## src/opt_pkg.sv

```systemverilog
package opt_pkg;

    localparam int INDEX_WIDTH = 32;
    localparam int CHAR_W      = 8;
    localparam int VALUE_W     = 32;
    localparam int TDATA_W     = 48;
    localparam int TUSER_W     = 2;

    localparam logic [CHAR_W-1:0] CH_NUL   = 8'h00;
    localparam logic [CHAR_W-1:0] CH_DOT   = 8'h2E;
    localparam logic [CHAR_W-1:0] CH_OPEN  = 8'h5B;
    localparam logic [CHAR_W-1:0] CH_CLOSE = 8'h5D;
    localparam logic [CHAR_W-1:0] CH_BSL   = 8'h5C;
    localparam logic [CHAR_W-1:0] CH_ZERO  = 8'h30;
    localparam logic [CHAR_W-1:0] CH_NINE  = 8'h39;
    localparam logic [CHAR_W-1:0] CH_SPACE = 8'h20;
    localparam logic [CHAR_W-1:0] CH_TAB   = 8'h09;
    localparam logic [CHAR_W-1:0] CH_CR    = 8'h0D;

    typedef struct packed {
        logic                   parse_error;
        logic                   done_ok;
        logic [VALUE_W-1:0]     index_value;
        logic                   name_end;
        logic [CHAR_W-1:0]      name_char;
    } result_data_t;

    typedef struct packed {
        logic index_valid;
        logic name_char_valid;
    } result_user_t;

    function automatic logic is_space(input logic [CHAR_W-1:0] b);
        return (b == CH_SPACE) || (b >= CH_TAB && b <= CH_CR);
    endfunction

    function automatic logic is_digit(input logic [CHAR_W-1:0] b);
        return (b >= CH_ZERO) && (b <= CH_NINE);
    endfunction

    function automatic logic is_ctrl(input logic [CHAR_W-1:0] b);
        return (b == CH_DOT) || (b == CH_OPEN) || (b == CH_CLOSE) || (b == CH_BSL);
    endfunction

endpackage

```

## src/object_path_tokenizer_core.sv

```systemverilog
// Object path tokenizer: one path byte per item in, one result item out.
// Input channel: s_tdata carries the byte, s_tlast marks the final byte of
// the path. Output channel: m_tdata carries the name byte, name end, index
// value, success and error flags; m_tuser says whether a name byte or an
// index is present. Every input item yields exactly one result item.
// The result of an accepted byte is registered in the output register and
// presented in the cycle after it is accepted. Throughput is one item per
// cycle when not stalled, limited only by the single output register; a new
// byte is taken in the same cycle that the held result is taken.
// When the receiver stalls, the result holds in the output register and
// s_tready drops until it is taken; nothing is lost or repeated.
// Reset (aresetn low, synchronous) empties the output register and puts
// the parser at the start of a path with a zero index. After an error,
// bytes give all-zero results until the last byte, which also restarts the
// parser; every last byte restarts it.
module object_path_tokenizer_core (
    input  logic                   aclk,
    input  logic                   aresetn,
    input  logic                   s_tvalid,
    output logic                   s_tready,
    input  logic [opt_pkg::CHAR_W-1:0]  s_tdata,  // [7:0] char_code
    input  logic                   s_tlast,       // is_last
    output logic                   m_tvalid,
    input  logic                   m_tready,
    // [7:0] name_char, [8] name_end, [40:9] index_value, [41] done_ok,
    // [42] parse_error, [47:43] zero
    output logic [opt_pkg::TDATA_W-1:0] m_tdata,
    // [0] name_char_valid, [1] index_valid
    output logic [opt_pkg::TUSER_W-1:0] m_tuser
);
    import opt_pkg::*;

    typedef enum logic [3:0] {
        M_START,
        M_NAME_FIRST,
        M_NAME,
        M_ESC,
        M_IDX_PRE,
        M_IDX_NUM,
        M_IDX_POST,
        M_AFTER,
        M_ERROR
    } mode_t;

    localparam int PROD_W = INDEX_WIDTH + 4;

    mode_t                  mode_reg, mode_next;
    logic [INDEX_WIDTH-1:0] acc_reg, acc_next;
    logic                   m_valid_reg;
    result_data_t           data_reg, data_next;
    result_user_t           user_reg, user_next;

    logic                   accept;
    logic                   err;
    mode_t                  m;
    logic [CHAR_W-1:0]      b;
    logic [PROD_W-1:0]      digit_ext;
    logic [PROD_W-1:0]      prod;

    assign s_tready = !m_valid_reg || m_tready;
    assign accept   = s_tvalid && s_tready;
    assign m_tvalid = m_valid_reg;
    assign m_tdata  = {{(TDATA_W - $bits(result_data_t)){1'b0}}, data_reg};
    assign m_tuser  = user_reg;

    assign b         = s_tdata;
    assign digit_ext = PROD_W'(b - CH_ZERO);
    assign prod      = (PROD_W'(acc_reg) << 3) + (PROD_W'(acc_reg) << 1) + digit_ext;

    always_comb begin
        data_next = '0;
        user_next = '0;
        err       = 1'b0;
        m         = mode_reg;
        acc_next  = acc_reg;
        mode_next = mode_reg;

        if (mode_reg == M_ERROR) begin
            mode_next = s_tlast ? M_START : M_ERROR;
            if (s_tlast) begin
                acc_next = '0;
            end
        end else begin
            if (b == CH_NUL) begin
                err = 1'b1;
            end else if (mode_reg == M_START && b == CH_OPEN) begin
                m = M_IDX_PRE;
            end else if (mode_reg == M_START || mode_reg == M_NAME_FIRST
                         || mode_reg == M_NAME) begin
                if (b == CH_DOT || b == CH_OPEN) begin
                    if (mode_reg == M_NAME) begin
                        data_next.name_end = 1'b1;
                        m = (b == CH_DOT) ? M_NAME_FIRST : M_IDX_PRE;
                    end else begin
                        err = 1'b1;
                    end
                end else if (b == CH_CLOSE) begin
                    err = 1'b1;
                end else if (b == CH_BSL) begin
                    m = M_ESC;
                end else begin
                    user_next.name_char_valid = 1'b1;
                    data_next.name_char       = b;
                    m = M_NAME;
                end
            end else if (mode_reg == M_ESC) begin
                if (is_ctrl(b)) begin
                    user_next.name_char_valid = 1'b1;
                    data_next.name_char       = b;
                    m = M_NAME;
                end else begin
                    err = 1'b1;
                end
            end else if (mode_reg == M_AFTER) begin
                if (b == CH_DOT) begin
                    m = M_NAME_FIRST;
                end else if (b == CH_OPEN) begin
                    m = M_IDX_PRE;
                end else begin
                    err = 1'b1;
                end
            end else if (mode_reg == M_IDX_PRE) begin
                if (is_digit(b)) begin
                    acc_next = INDEX_WIDTH'(digit_ext);
                    m = M_IDX_NUM;
                end else if (!is_space(b)) begin
                    err = 1'b1;
                end
            end else if (mode_reg == M_IDX_NUM || mode_reg == M_IDX_POST) begin
                if (b == CH_CLOSE) begin
                    user_next.index_valid = 1'b1;
                    data_next.index_value = VALUE_W'(acc_reg);
                    m = M_AFTER;
                end else if (is_space(b)) begin
                    m = M_IDX_POST;
                end else if (is_digit(b) && mode_reg == M_IDX_NUM) begin
                    if (prod[PROD_W-1:INDEX_WIDTH] != '0) begin
                        err = 1'b1;
                    end else begin
                        acc_next = prod[INDEX_WIDTH-1:0];
                    end
                end else begin
                    err = 1'b1;
                end
            end else begin
                err = 1'b1;
            end

            if (err) begin
                data_next             = '0;
                user_next             = '0;
                data_next.parse_error = 1'b1;
                mode_next             = s_tlast ? M_START : M_ERROR;
                if (s_tlast) begin
                    acc_next = '0;
                end
            end else if (s_tlast) begin
                if (m == M_NAME) begin
                    data_next.name_end = 1'b1;
                    data_next.done_ok  = 1'b1;
                end else if (m == M_AFTER) begin
                    data_next.done_ok = 1'b1;
                end else begin
                    data_next             = '0;
                    user_next             = '0;
                    data_next.parse_error = 1'b1;
                end
                mode_next = M_START;
                acc_next  = '0;
            end else begin
                mode_next = m;
            end
        end
    end

    always_ff @(posedge aclk) begin
        if (!aresetn) begin
            mode_reg    <= M_START;
            acc_reg     <= '0;
            m_valid_reg <= 1'b0;
        end else begin
            if (accept) begin
                mode_reg    <= mode_next;
                acc_reg     <= acc_next;
                m_valid_reg <= 1'b1;
            end else if (m_tready) begin
                m_valid_reg <= 1'b0;
            end
        end
    end

    always_ff @(posedge aclk) begin
        if (accept) begin
            data_reg <= data_next;
            user_reg <= user_next;
        end
    end

endmodule

```

## config.mk

```make
export PLATFORM = sky130hd
export DESIGN_NAME = object_path_tokenizer_core
export DESIGN_NICKNAME = d
export VERILOG_FILES = /design/src/opt_pkg.sv /design/src/object_path_tokenizer_core.sv
export SDC_FILE = /design/constraint.sdc
export NUM_CORES = 1
export LEC_CHECK = 0
export CAP_MARGIN = 5
export CORE_ASPECT_RATIO = 0.5
export CORE_MARGIN = 3
export CORE_UTILIZATION = 55
export DETAILED_ROUTE_END_ITERATION = 8
export DONT_BUFFER_PORTS = 1
export PLACE_DENSITY = 0.75
export SLEW_MARGIN = 25
export SYNTH_ARGS = -nofsm -noshare
export SYNTH_HDL_FRONTEND = slang
export SYNTH_SLANG_ARGS = --single-unit
```

## constraint.sdc

```tcl
create_clock -name aclk -period 8.1 [get_ports aclk]
set_clock_uncertainty 0.2 [all_clocks]
set_input_delay 0.81 -clock aclk [delete_from_list [all_inputs] [get_ports aclk]]
set_output_delay 0.81 -clock aclk [all_outputs]
set_load 0.03 [all_outputs]
```

# ---- Word-level counts from Yosys, hierarchy flattened
# Cells that the tools add are included.
dict set report classes {
  div_mod_pow 0
  bitwise 1
  n_shift 0
  n_eq_ne 25
  mul 0
  n_mux 103
  addsub 3
  reduce_logical 23
  order_cmp 4
}
# op count
set ops {}
lappend ops {{32-bit two-way mux} 22}
lappend ops {{41-bit two-way mux} 3}
lappend ops {{43-bit two-way mux} 2}
lappend ops {{4-bit two-way mux} 21}
lappend ops {{8-bit two-way mux} 7}
lappend ops {{1-bit two-way mux} 42}
lappend ops {{35-bit by 33-bit adder with 36-bit output} 1}
lappend ops {{36-bit adder} 1}
lappend ops {{8-bit by 7-bit == test with 1-bit output (second input constant)} 3}
lappend ops {{4-bit by 3-bit == test with 1-bit output (second input constant)} 5}
lappend ops {{8-bit by 6-bit == test with 1-bit output (second input constant)} 2}
lappend ops {{13-bit AND reduction} 1}
lappend ops {{4-bit by 2-bit == test with 1-bit output (second input constant)} 3}
lappend ops {{2-bit != test (second input constant)} 6}
lappend ops {{2-bit two-way mux} 5}
lappend ops {{8-bit by 6-bit subtractor with 9-bit output (second input constant)} 1}
lappend ops {{8-bit by 4-bit greater-or-equal comparator with 1-bit output (second input constant)} 1}
lappend ops {{8-bit by 6-bit greater-or-equal comparator with 1-bit output (second input constant)} 1}
lappend ops {{8-bit by 4-bit <= comparator with 1-bit output (second input constant)} 1}
lappend ops {{8-bit by 6-bit <= comparator with 1-bit output (second input constant)} 1}
lappend ops {{8-bit zero test} 1}
lappend ops {{1-bit logical OR} 8}
lappend ops {{3-bit by 2-bit != test with 1-bit output (second input constant)} 2}
lappend ops {{3-bit != test (second input constant)} 2}
lappend ops {{12 further kinds} 17}
dict set report word_totals {
  elab_cells 169
  input_bits 13
  n_memories 0
  ramBits 0
  regBits 82
  out_inout_bits 52
  mem_bits_ro 0
  latch_bits 0
}

# ---- Depth between registers and ports, before layout
# Gate-level depths: netlist of run 1.
dict set report logic_depth {
  ltp_word 18
  depth_mapped 15
  ltp_nobuf 13
}

# ---- Worst setup path after synthesis of run 1
# Ideal clock, no wire load.
dict set report synth_path {
  path_kind {input to register}
  start {in s_tdata[6] (netlist name)}
  end {reg acc_reg[4]}
  setup_ns 0.072
  required_ns 7.828
  n_path_buf 3
  path_stages 15
  setup_slack_ns 0.599
  t_arrival_ns 7.229
  cell_sequence {clkbuf_1 > nor3_1 > fa_1 > ha_1 > clkbuf_1 > nand4_1 > inv_1 > nand3_1 > o41ai_1 > a21oi_2 > xnor2_1 > or4_4 > a211oi_4 > buf_8 > mux2i_1}
}
dict set report synth_via {
  elab_chain_cells 5
  elab_cells_between_ends 24
  cone_classes {add/sub (2); order compare (4); eq/ne (9); reduce/logical (9)}
}
# element line
set synth_rtl {}
lappend synth_rtl {{from (decl)} object_path_tokenizer_core.sv:21} ;# input logic [opt_pkg::CHAR_W-1:0] s_tdata,
lappend synth_rtl {{8-bit by 6-bit subtractor with 9-bit output, or another cell as far along} object_path_tokenizer_core.sv:67} ;# assign digit_ext = PROD_W'(b - CH_ZERO);
lappend synth_rtl {{36-bit adder, or another cell as far along} object_path_tokenizer_core.sv:68} ;# assign prod = (PROD_W'(acc_reg) << 3) + (PROD_W'(acc_reg) << 1) + digit_ext;
lappend synth_rtl {{4-bit nonzero test, or another cell as far along} object_path_tokenizer_core.sv:137} ;# if (prod[PROD_W-1:INDEX_WIDTH] != '0) begin
lappend synth_rtl {{3-bit != test (no source line) / 3-bit nonzero test (equally long branches)} n/a}
lappend synth_rtl {{13-bit AND reduction (no source line) (*)} n/a}
lappend synth_rtl {{to (signal assigned)} object_path_tokenizer_core.sv:184} ;# acc_reg <= acc_next;
lappend synth_rtl {{to (decl)} object_path_tokenizer_core.sv:48} ;# logic [INDEX_WIDTH-1:0] acc_reg, acc_next;
# Every way passes the cells marked *; elsewhere a longest branch is shown, timed or not.
# A chain may end at the register's enable or synchronous reset.

# ---- Worst setup path after layout of run 1
dict set report layout_path {
  start {in s_tdata[4] (netlist name)}
  end {reg data_reg (netlist bit m_tdata[42]), data pin}
}
dict set report layout_via {
  elab_chain_cells 18
  elab_cells_between_ends 65
  cone_classes {add/sub (2); order compare (4); eq/ne (7); mux (42); reduce/logical (10)}
}
# element line
set layout_rtl {}
lappend layout_rtl {{branches (longest 17 deep; another with 36-bit adder)} n/a}
lappend layout_rtl {{43-bit two-way mux (*)} object_path_tokenizer_core.sv:149} ;# if (err) begin
lappend layout_rtl {{to (signal assigned)} object_path_tokenizer_core.sv:194} ;# data_reg <= data_next;
lappend layout_rtl {{to (decl)} object_path_tokenizer_core.sv:50} ;# result_data_t data_reg, data_next;
# Every way passes the cells marked *. The select of a mux whose other input is x is not followed.

==> results.txt, run 1 <==
Number of warning messages in the yosys log - 0
Post-cts gate resize count - 0
Overall die area - 0.01343 mm²
Number of antenna violations at the first check in global routing - 0
Min-Delay Path Class - reg2reg
Nature of the critical path startpoint - primary input
Area fraction of the dominant cell type after synthesis - 20.47%
Total routed wirelength - 15.44 mm
CP dominant cell by count - ha_1
Int Power - 0.0007564 W
Worst slew margin relative to its limit - 34.59%
Area growth from synthesis to layout - 5.174%
Critical-path top delay cell - o41ai_1
Initial Utilization - 58.16%
Post-layout instance count excluding filler cells - 851
Cell area after synthesis - 0.006601 mm²
Final setup viols - 0
Synth Area in Adders - 17.17%
Cell Pwr Density - 150.5 mW/mm²
# diodes - 0
Fraction of power spent switching nets - 27.59%
Xor-xnor portion of the synthesized cell area - 3.848%
Post-synthesis mux area share - 5.004%
Max H-tree Level - 3
Main combinational cell family by area after synthesis - simple AND/OR/NAND/NOR gates
Cell at the root of the clock tree - clkbuf_16
Sequential cell area fraction in the yosys report - 31.69%
Chip Height - 83.47 µm
Placed Area - 0.006628 mm²
Sum of overflow across all layers after global routing - 0
Cells after synthesis - 710
Final instance area - 0.006943 mm²
Area of the placeable core - 0.01135 mm²
Endpoint class of the critical path - flop
Wire length per cell - 18.14 µm
Clk_lat worst skew - 0.35 ns
Critical path, cell by cell - ha_1 > nor3_2 > buf_4 > fa_1 > ha_1 > nand4_1 > inv_1 > nand3_1 > o41ai_1 > a21oi_2 > xnor2_1 > or4_4 > a22oi_1 > a21oi_1
Peak fanout along the critical path - 28
Critical path's largest stage delay - 0.76 ns
Leak pwr - 2.791 nW
Number of fill cells in the layout - 964
Global-route wire length before repair - 25.73 mm
Antenna-violating nets left - 0
Vias in the first global route - 5039
Most common cell after layout, fill and taps aside - nand2_1
Post-synthesis share of cell area spent on and, or, nand and nor gates - 20.43%
Post-CTS Setup Inserts - 0
Max-capacitance violation count - 0
Buffers from clock root to sink, at most - 2
RSZ-0062 raised after global routing - false
Clk pin slew, worst setup/hold paths - 0.06 ns
Transition at the pin with the smallest max-transition slack - 0.9758 ns
Number of vias per cell after detailed routing - 6.222
Number of flip-flops in the largest register - 43
Fraction of layout cells with a size suffix above 1 - 7.081%
Arrival time of data at the critical path endpoint - 5.24 ns
Pin count of the biggest net entering global routing - 46
Worst setup timing slack at the placement stage - 2.453 ns
Post-layout net count - 772
Share of the clock period used by the worst path after layout - 66.36%
DRT Pass-1 Iters - 5
Clock sink total - 82
Setup TNS after final layout - 0 ns
Netlist cell types - 77
Num CTS Buffers - 9
Hold depth - 2
Critical path start-end classification - in2reg
Register bit total from synthesis - 82
Vias - 5295
X dimension of the die - 160.9 µm
Count of pins over their slew limit - 0
HPWL after detailed placement - 11.19 mm
Count of buffers from port buffering - 0
EDFF count, synth - 45
Floorplan row count - 27
Ports placed on the boundary - 65
Largest cells by area after synthesis - edfxtp_1 (20%), dfxtp_1 (11%), fa_1 (9.4%)
Net Sw Power - 0.0002882 W
Result of the run - completed
Final weighted congestion of routability-driven global placement - 0.9471
Data required time at the worst endpoint - 7.97 ns
Time the worst path needs with I/O delays and setup - 5.375 ns
Total placed cells including tap cells - 835
Most used cells in the layout excluding fill and tap cells - nand2_1 (94), o21ai_0 (48), edfxtp_1 (45)
Final WS setup - 2.725 ns
Worst VDD drop - 0.00009511 V
Synth Area in Compound Gates - 17.19%
Most used flip-flop cell after synthesis - edfxtp_1
Syn_area_per_cell - 9.298 µm²
Initial detailed-routing violation count - 373
Number of endpoints with negative hold slack in the final report - 0
Portion of total power attributed to the clock network - 41.5%
Hold WS - 0.3177 ns
Asr flop ratio synth - 0%
Max Clk Rate - 186.1 MHz
Library cell with the largest summed area after synthesis - edfxtp_1
Clock tree from TritonCTS - yes
Relative contribution of combinational cells to total power - 11.9%
Number of hold-repair buffers added at the cts stage - 0
Share of power burned in registers - 46.6%
Number of remaining DRC errors - 0
GRT Overall Usage - 23.47%
Logic depth of the worst register-to-register path - 11
critical path, delay by kind of cell:
kind            cells  cell delay, ns
compound gates      4            1.53
xor+xnor            1            0.18
simple gates        4            0.99
buf+inv             2            0.56
fa+ha+maj           3            1.17
power by group through the flow:
stage          Clock (W)  Combinational [W]  Sequential (W)
3_5_place_dp           0           0.000122        0.000496
6_report        0.000434           0.000124        0.000487
3_3_place_gp           0           0.000119        0.000496
2_1_floorplan          0           0.000109        0.000492
5_1_grt         0.000458           0.000138        0.000488
4_1_cts         0.000439           0.000123        0.000487
synth_stat cells (14+ instances only):
library cell,n
xnor2_1,14
a21oi_1,37
o21ai_0,48
inv_1,17
nand3_1,20
edfxtp_1,45
dfxtp_1,37
nor2_1,33
nand2_1,94
nor3_1,14
clkbuf_1,24
ha_1,41
xor2_1,15
fa_1,31
mux2i_1,33
and2_1,37
final timing paths:
path,from,endpoint,slack [ns]
max,s_tdata[4],m_tdata[42]$_SDFFCE_PP0P_,2.73
min,acc_reg[31]$_SDFFE_PN0P_,acc_reg[31]$_SDFFE_PN0P_,0.32
max reg2reg,acc_reg[2]$_SDFFE_PN0P_,m_tdata[42]$_SDFFCE_PP0P_,3.58
min reg2reg,acc_reg[31]$_SDFFE_PN0P_,acc_reg[31]$_SDFFE_PN0P_,0.32
layer usage:
layer	vias up	track usage, %	part of all wire, %
li1	2525	-	-
met1	2515	32.98	48
met2	229	35.09	41
met3	26	6.739	8.6
met4	0	7.494	2.1
met5	-	0	0
cells by family (layout without fill, tap and decap cells):
| family | count (synthesis) | in the layout |
|---|---|---|
| adders and majority gates | 72 | 72 |
| and+or+nand+nor | 264 | 264 |
| AOI/OAI and AO/OA | 169 | 169 |
| other | 1 | 5 |
| buffers and inverters | 60 | 38 |
| DFF | 82 | 82 |
| xor gates and xnor gates | 29 | 29 |
| muxes | 33 | 33 |
cell type report:
cell class	instances	area, µm²	area share (%)
well taps	159	198.9	2.865
inverters	17	65.06	0.9371
multi-input cells	572	4235	61.00
flip-flops and latches	82	2092	30.13
clock buffers	11	252.7	3.640
repair buffers	5	37.54	0.5406
clock inverters	5	61.31	0.8830
through the flow:
step	util [%]	power [W]
6_report	61.17	0.001045
4_1_cts	61.16	0.001049
2_1_floorplan	-	0.0006006
5_1_grt	61.17	0.001085
3_5_place_dp	58.39	0.0006177
3_3_place_gp	58.39	0.0006144
(Power assumes the default switching activity.)
==> run 2, diff against run 1 <==
==> constraint.sdc (replaced) <==
create_clock -name aclk -period 5.2 [get_ports aclk]
set_clock_uncertainty 0.2 [all_clocks]
set_input_delay 0.52 -clock aclk [delete_from_list [all_inputs] [get_ports aclk]]
set_output_delay 0.52 -clock aclk [all_outputs]
set_load 0.03 [all_outputs]
==> run 2 against run 1 <==
Compared with the run above: utilization grew 1.4 points; critical path depth increased by 1; non-clock buffer count increased by 6; hold slack lost 0.19 ns; critical endpoint is now acc_reg[30]$_SDFFE_PN0P_; combinational power is 62% higher; worst setup slack worse by 2.0 ns; clock-buffer cell count decreased by 1; first-iteration DRC count grew 17%; flip-flop and latch count unchanged; sequential share of layout area decreased by 0.69 points; routed wire length up 1.9%; global-route usage rose by 0.41 points.
==> results.txt, run 2 (synthesis results as in run 1) <==
Total routed wirelength - 15.73 mm
Floorplan row count - 27
Fraction of layout cells with a size suffix above 1 - 8.739%
Most used cells in the layout excluding fill and tap cells - nand2_1 (94), o21ai_0 (48), edfxtp_1 (45)
GRT Overall Usage - 23.88%
Post-layout instance count excluding filler cells - 857
Number of antenna violations at the first check in global routing - 0
Setup TNS after final layout - 0 ns
Result of the run - completed
Number of flip-flops in the largest register - 43
Total power draw - 0.001659 W
Number of fill cells in the layout - 951
Arrival time of data at the critical path endpoint - 4.57 ns
Worst slew margin relative to its limit - 44.00%
Final setup viols - 0
Buffers from clock root to sink, at most - 2
Chip Height - 83.47 µm
Endpoint class of the critical path - flop
Final WS setup - 0.6966 ns
Count of buffers from port buffering - 0
DRT Pass-1 Iters - 5
Worst setup timing slack at the placement stage - 0.3658 ns
Overall die area - 0.01343 mm²
Post-layout net count - 778
Cell at the root of the clock tree - clkbuf_16
Clock sink total - 82
Initial detailed-routing violation count - 436
Ports placed on the boundary - 65
Antenna-violating nets left - 0
Wire length per cell - 18.35 µm
Min-Delay Path Class - in2reg
Number of hold-repair buffers added at the cts stage - 0
Sum of overflow across all layers after global routing - 0
Count of pins over their slew limit - 0
X dimension of the die - 160.9 µm
Transition at the pin with the smallest max-transition slack - 0.8390 ns
Pin count of the biggest net entering global routing - 46
Global-route wire length before repair - 26.34 mm
Max-capacitance violation count - 0
Initial Utilization - 58.16%
Critical path start-end classification - in2reg
Num CTS Buffers - 9
Worst VDD drop - 0.0001740 V
Total placed cells including tap cells - 841
Post-cts gate resize count - 0
Area growth from synthesis to layout - 7.657%
Multi-input logic area - 0.004325 mm²
Vias in the first global route - 5093
Max Clk Rate - 222.1 MHz
Clk_lat worst skew - 0.34 ns
Data required time at the worst endpoint - 5.27 ns
Area of the placeable core - 0.01135 mm²
HPWL after detailed placement - 11.33 mm
Leak pwr - 2.870 nW
Vias - 5307
Cell Pwr Density - 233.4 mW/mm²
# diodes - 0
Most common cell after layout, fill and taps aside - nand2_1
Peak fanout along the critical path - 28
Clk pin slew, worst setup/hold paths - 0.06 ns
Register cell area after layout - 0.002092 mm²
Number of endpoints with negative hold slack in the final report - 0
RSZ-0062 raised after global routing - false
Final weighted congestion of routability-driven global placement - 0.9805
Final instance area - 0.007107 mm²
Post-CTS Setup Inserts - 0
Time the worst path needs with I/O delays and setup - 4.503 ns
Share of the clock period used by the worst path after layout - 86.60%
Clock tree from TritonCTS - yes
Max H-tree Level - 3
Placed Area - 0.006782 mm²
Number of vias per cell after detailed routing - 6.193
Number of remaining DRC errors - 0
Nature of the critical path startpoint - primary input
Register-to-register path setup slack - 0.95 ns
## run 2: cell count changes in the layout (fill, tap and decap cells not counted), sizes merged
cell      before  now
bufinv         1    2
inv           17   18
clkbuf        11   10
buf            5   11
clkinvlp       3    0
clkinv         1    3
## run 2: layout make-up
cell class              count  share of cell area [%]
clock inverters             6                   1.250
repair buffers             11                   1.514
inverters                  17                  0.9155
clock buffers              10                   3.222
well taps                 159                   2.799
flip-flops and latches     82                   29.44
multi-input cells         572                   60.86
## run 2: metal layers
layer	GRT usage (%)	up-vias	part of all wire, %
met5	0	-	0
met4	6.792	0	1.4
met3	6.194	19	7.4
met2	35.24	215	43
met1	34.65	2544	48
li1	-	2529	-
## run 2: through the flow
| stage | hold WS (ns) | util, % |
|---|---|---|
| after floorplan | 0.2687 | - |
| after global placement | 0.2890 | 59.74 |
| after detailed placement | 0.3048 | 59.74 |
| after CTS | 0.1177 | 62.54 |
| after global routing | 0.1211 | 62.61 |
| final | 0.1243 | 62.61 |
## run 2: worst paths after layout
check | start | endpoint | cells past startpoint
setup / recovery | s_tdata[4] | acc_reg[30]$_SDFFE_PN0P_ | 15
hold / removal | s_tdata[0] | acc_reg[0]$_SDFFE_PN0P_ | 2
setup reg to reg | acc_reg[2]$_SDFFE_PN0P_ | acc_reg[30]$_SDFFE_PN0P_ | 12
hold reg to reg | acc_reg[31]$_SDFFE_PN0P_ | acc_reg[31]$_SDFFE_PN0P_ | 2
## run 2: critical path, cell delays in order
cell,delay (ns)
ha_4,0.16
nor3_4,0.22
buf_12,0.26
fa_1,0.46
ha_1,0.42
nand4_1,0.20
nor4_2,0.35
nand3_1,0.13
a21oi_2,0.14
mux2i_1,0.20
nand3_1,0.09
or4_4,0.56
a211oi_4,0.32
buf_4,0.29
mux2i_1,0.22
## run 2: power breakdown
| part | internal (W) | switching [W] |
|---|---|---|
| clock network | 0.000424 | 0.000276 |
| logic | 0.0000759 | 0.000125 |
| registers | 0.000708 | 0.0000504 |
==> run 3, diff against run 2 <==
--- a/config.mk
+++ b/config.mk
@@ -6,7 +6,7 @@
 export NUM_CORES = 1
 export LEC_CHECK = 0
 export CAP_MARGIN = 5
-export CORE_ASPECT_RATIO = 0.5
+export CORE_ASPECT_RATIO = 1.2
 export CORE_MARGIN = 3
 export CORE_UTILIZATION = 55
 export DETAILED_ROUTE_END_ITERATION = 8
==> run 3 against run 2 <==
Compared with the run above: via count barely moved; final area fell by 0.77%; first-iteration DRC count is 3.0% lower; largest cell class unchanged; critical path type unchanged.
==> results.txt, run 3 (synthesis results as in run 1) <==
Result of the run - completed
X dimension of the die - 106.0 µm
Transition at the pin with the smallest max-transition slack - 0.8079 ns
Count of buffers from port buffering - 0
Initial Utilization - 56.80%
Number of remaining DRC errors - 0
Vias in the first global route - 5344
Cell at the root of the clock tree - clkbuf_16
Sum of overflow across all layers after global routing - 0
Data required time at the worst endpoint - 5.27 ns
Max Clk Rate - 216.2 MHz
Clock sink total - 82
Most common cell after layout, fill and taps aside - nand2_1
Final weighted congestion of routability-driven global placement - 0.9519
Total routed wirelength - 15.66 mm
Max-capacitance violation count - 0
RSZ-0062 raised after global routing - false
Critical path start-end classification - in2reg
Worst VDD drop - 0.0001214 V
Total power draw - 0.001567 W
Hold WS - 0.1145 ns
Critical-path top delay cell - or4_4
Max H-tree Level - 3
Setup TNS after final layout - 0 ns
Wire length per cell - 18.36 µm
Ports placed on the boundary - 65
# diodes - 0
Nature of the critical path startpoint - primary input
Number of vias per cell after detailed routing - 6.216
Initial detailed-routing violation count - 423
Number of flip-flops in the largest register - 43
Antenna-violating nets left - 0
Clock tree from TritonCTS - yes
Number of endpoints with negative hold slack in the final report - 0
Overall die area - 0.01336 mm²
Cell Pwr Density - 222.3 mW/mm²
Critical path's largest stage delay - 0.56 ns
Count of pins over their slew limit - 0
Buffers from clock root to sink, at most - 2
Register-to-register path setup slack - 0.89 ns
Chip Height - 126.0 µm
Final standard cell utilization of the core - 60.68%
Area growth from synthesis to layout - 6.823%
Final setup viols - 0
Time the worst path needs with I/O delays and setup - 4.625 ns
Share of the clock period used by the worst path after layout - 88.93%
Number of hold-repair buffers added at the cts stage - 0
Leak pwr - 2.837 nW
Min-Delay Path Class - in2reg
Fraction of layout cells with a size suffix above 1 - 8.621%
Vias - 5302
Peak fanout along the critical path - 32
Arrival time of data at the critical path endpoint - 4.70 ns
Area of the placeable core - 0.01162 mm²
Global-route wire length before repair - 26.52 mm
Post-cts gate resize count - 0
Pin count of the biggest net entering global routing - 46
Endpoint class of the critical path - flop
Most used cells in the layout excluding fill and tap cells - nand2_1 (94), o21ai_0 (48), edfxtp_1 (45)
HPWL after detailed placement - 11.18 mm
DRT Pass-1 Iters - 6
GRT Overall Usage - 24.34%
Floorplan row count - 43
Post-layout net count - 776
Number of antenna violations at the first check in global routing - 0
Critical path, cell by cell - ha_4 > nor3_4 > buf_12 > fa_1 > ha_1 > nand4_1 > nor4_2 > nand3_1 > a21oi_2 > mux2i_1 > nand3_1 > or4_4 > a211oi_4 > buf_12 > mux2i_1
Worst slew margin relative to its limit - 46.08%
Clk pin slew, worst setup/hold paths - 0.06 ns
Num CTS Buffers - 9
Clk_lat worst skew - 0.35 ns
Post-CTS Setup Inserts - 0
run 3: changes by cell type in the layout (fill, tap and decap cells not counted):
cell and change:
clkinv_4 +1, clkinv_1 -1, buf_4 -2, inv_8 -1
bufinv_16 -2, clkbuf_8 +1, clkinvlp_4 +2
run 3: worst max-delay path: cells and delay by family:
kind / cells / cell delay [ns]
muxes: 2 / 0.44
and+or+nand+nor: 6 / 1.58
adders and majority gates: 3 / 1.11
buffers and inverters: 2 / 0.55
AOI/OAI and AO/OA: 2 / 0.47
run 3: final timing paths:
check                                 from                  endpoint  cells past startpoint
setup / recovery                s_tdata[4]   acc_reg[2]$_SDFFE_PN0P_                     15
hold / removal                    s_tvalid     m_tvalid$_SDFFE_PN0P_                      2
setup reg to reg  acc_reg[27]$_SDFFE_PN0P_   acc_reg[2]$_SDFFE_PN0P_                     12
hold reg to reg   acc_reg[31]$_SDFFE_PN0P_  acc_reg[31]$_SDFFE_PN0P_                      2
run 3: per-layer routing:
layer,routed length [µm],share of wire [%],vias to the layer above,track usage [%]
met2,7959,51,202,43.13
met1,6512,42,2538,29.83
met5,0,0,-,0
met3,833,5.3,35,4.049
li1,-,-,2527,-
met4,355,2.3,0,8.689
run 3: cell type report:
class,count,area (µm²)
inverters,17,65.06
multi-input cells,572,4325
well taps,157,196.4
clock inverters,5,37.54
repair buffers,9,92.59
clock buffers,11,242.7
fillers,990,4569
flip-flops and latches,82,2092
run 3: power breakdown:
| group | switching [W] | internal, W | leakage [nW] |
|---|---|---|---|
| logic | 0.000126 | 0.0000753 | 1.96 |
| clock network | 0.000270 | 0.000338 | 0.132 |
| registers | 0.0000501 | 0.000708 | 0.748 |
| total | 0.000446 | 0.00112 | 2.84 |
run 3: metrics by stage:
step | std cells | setup slack, ns | cell area, µm²
6_report | 853 | 0.5754 | 7052
5_1_grt | 853 | 0.3165 | 7052
2_1_floorplan | 714 | -0.04197 | 6716
3_3_place_gp | 837 | 0.3634 | 6764
4_1_cts | 853 | 0.6032 | 7051
3_5_place_dp | 837 | 0.2787 | 6770
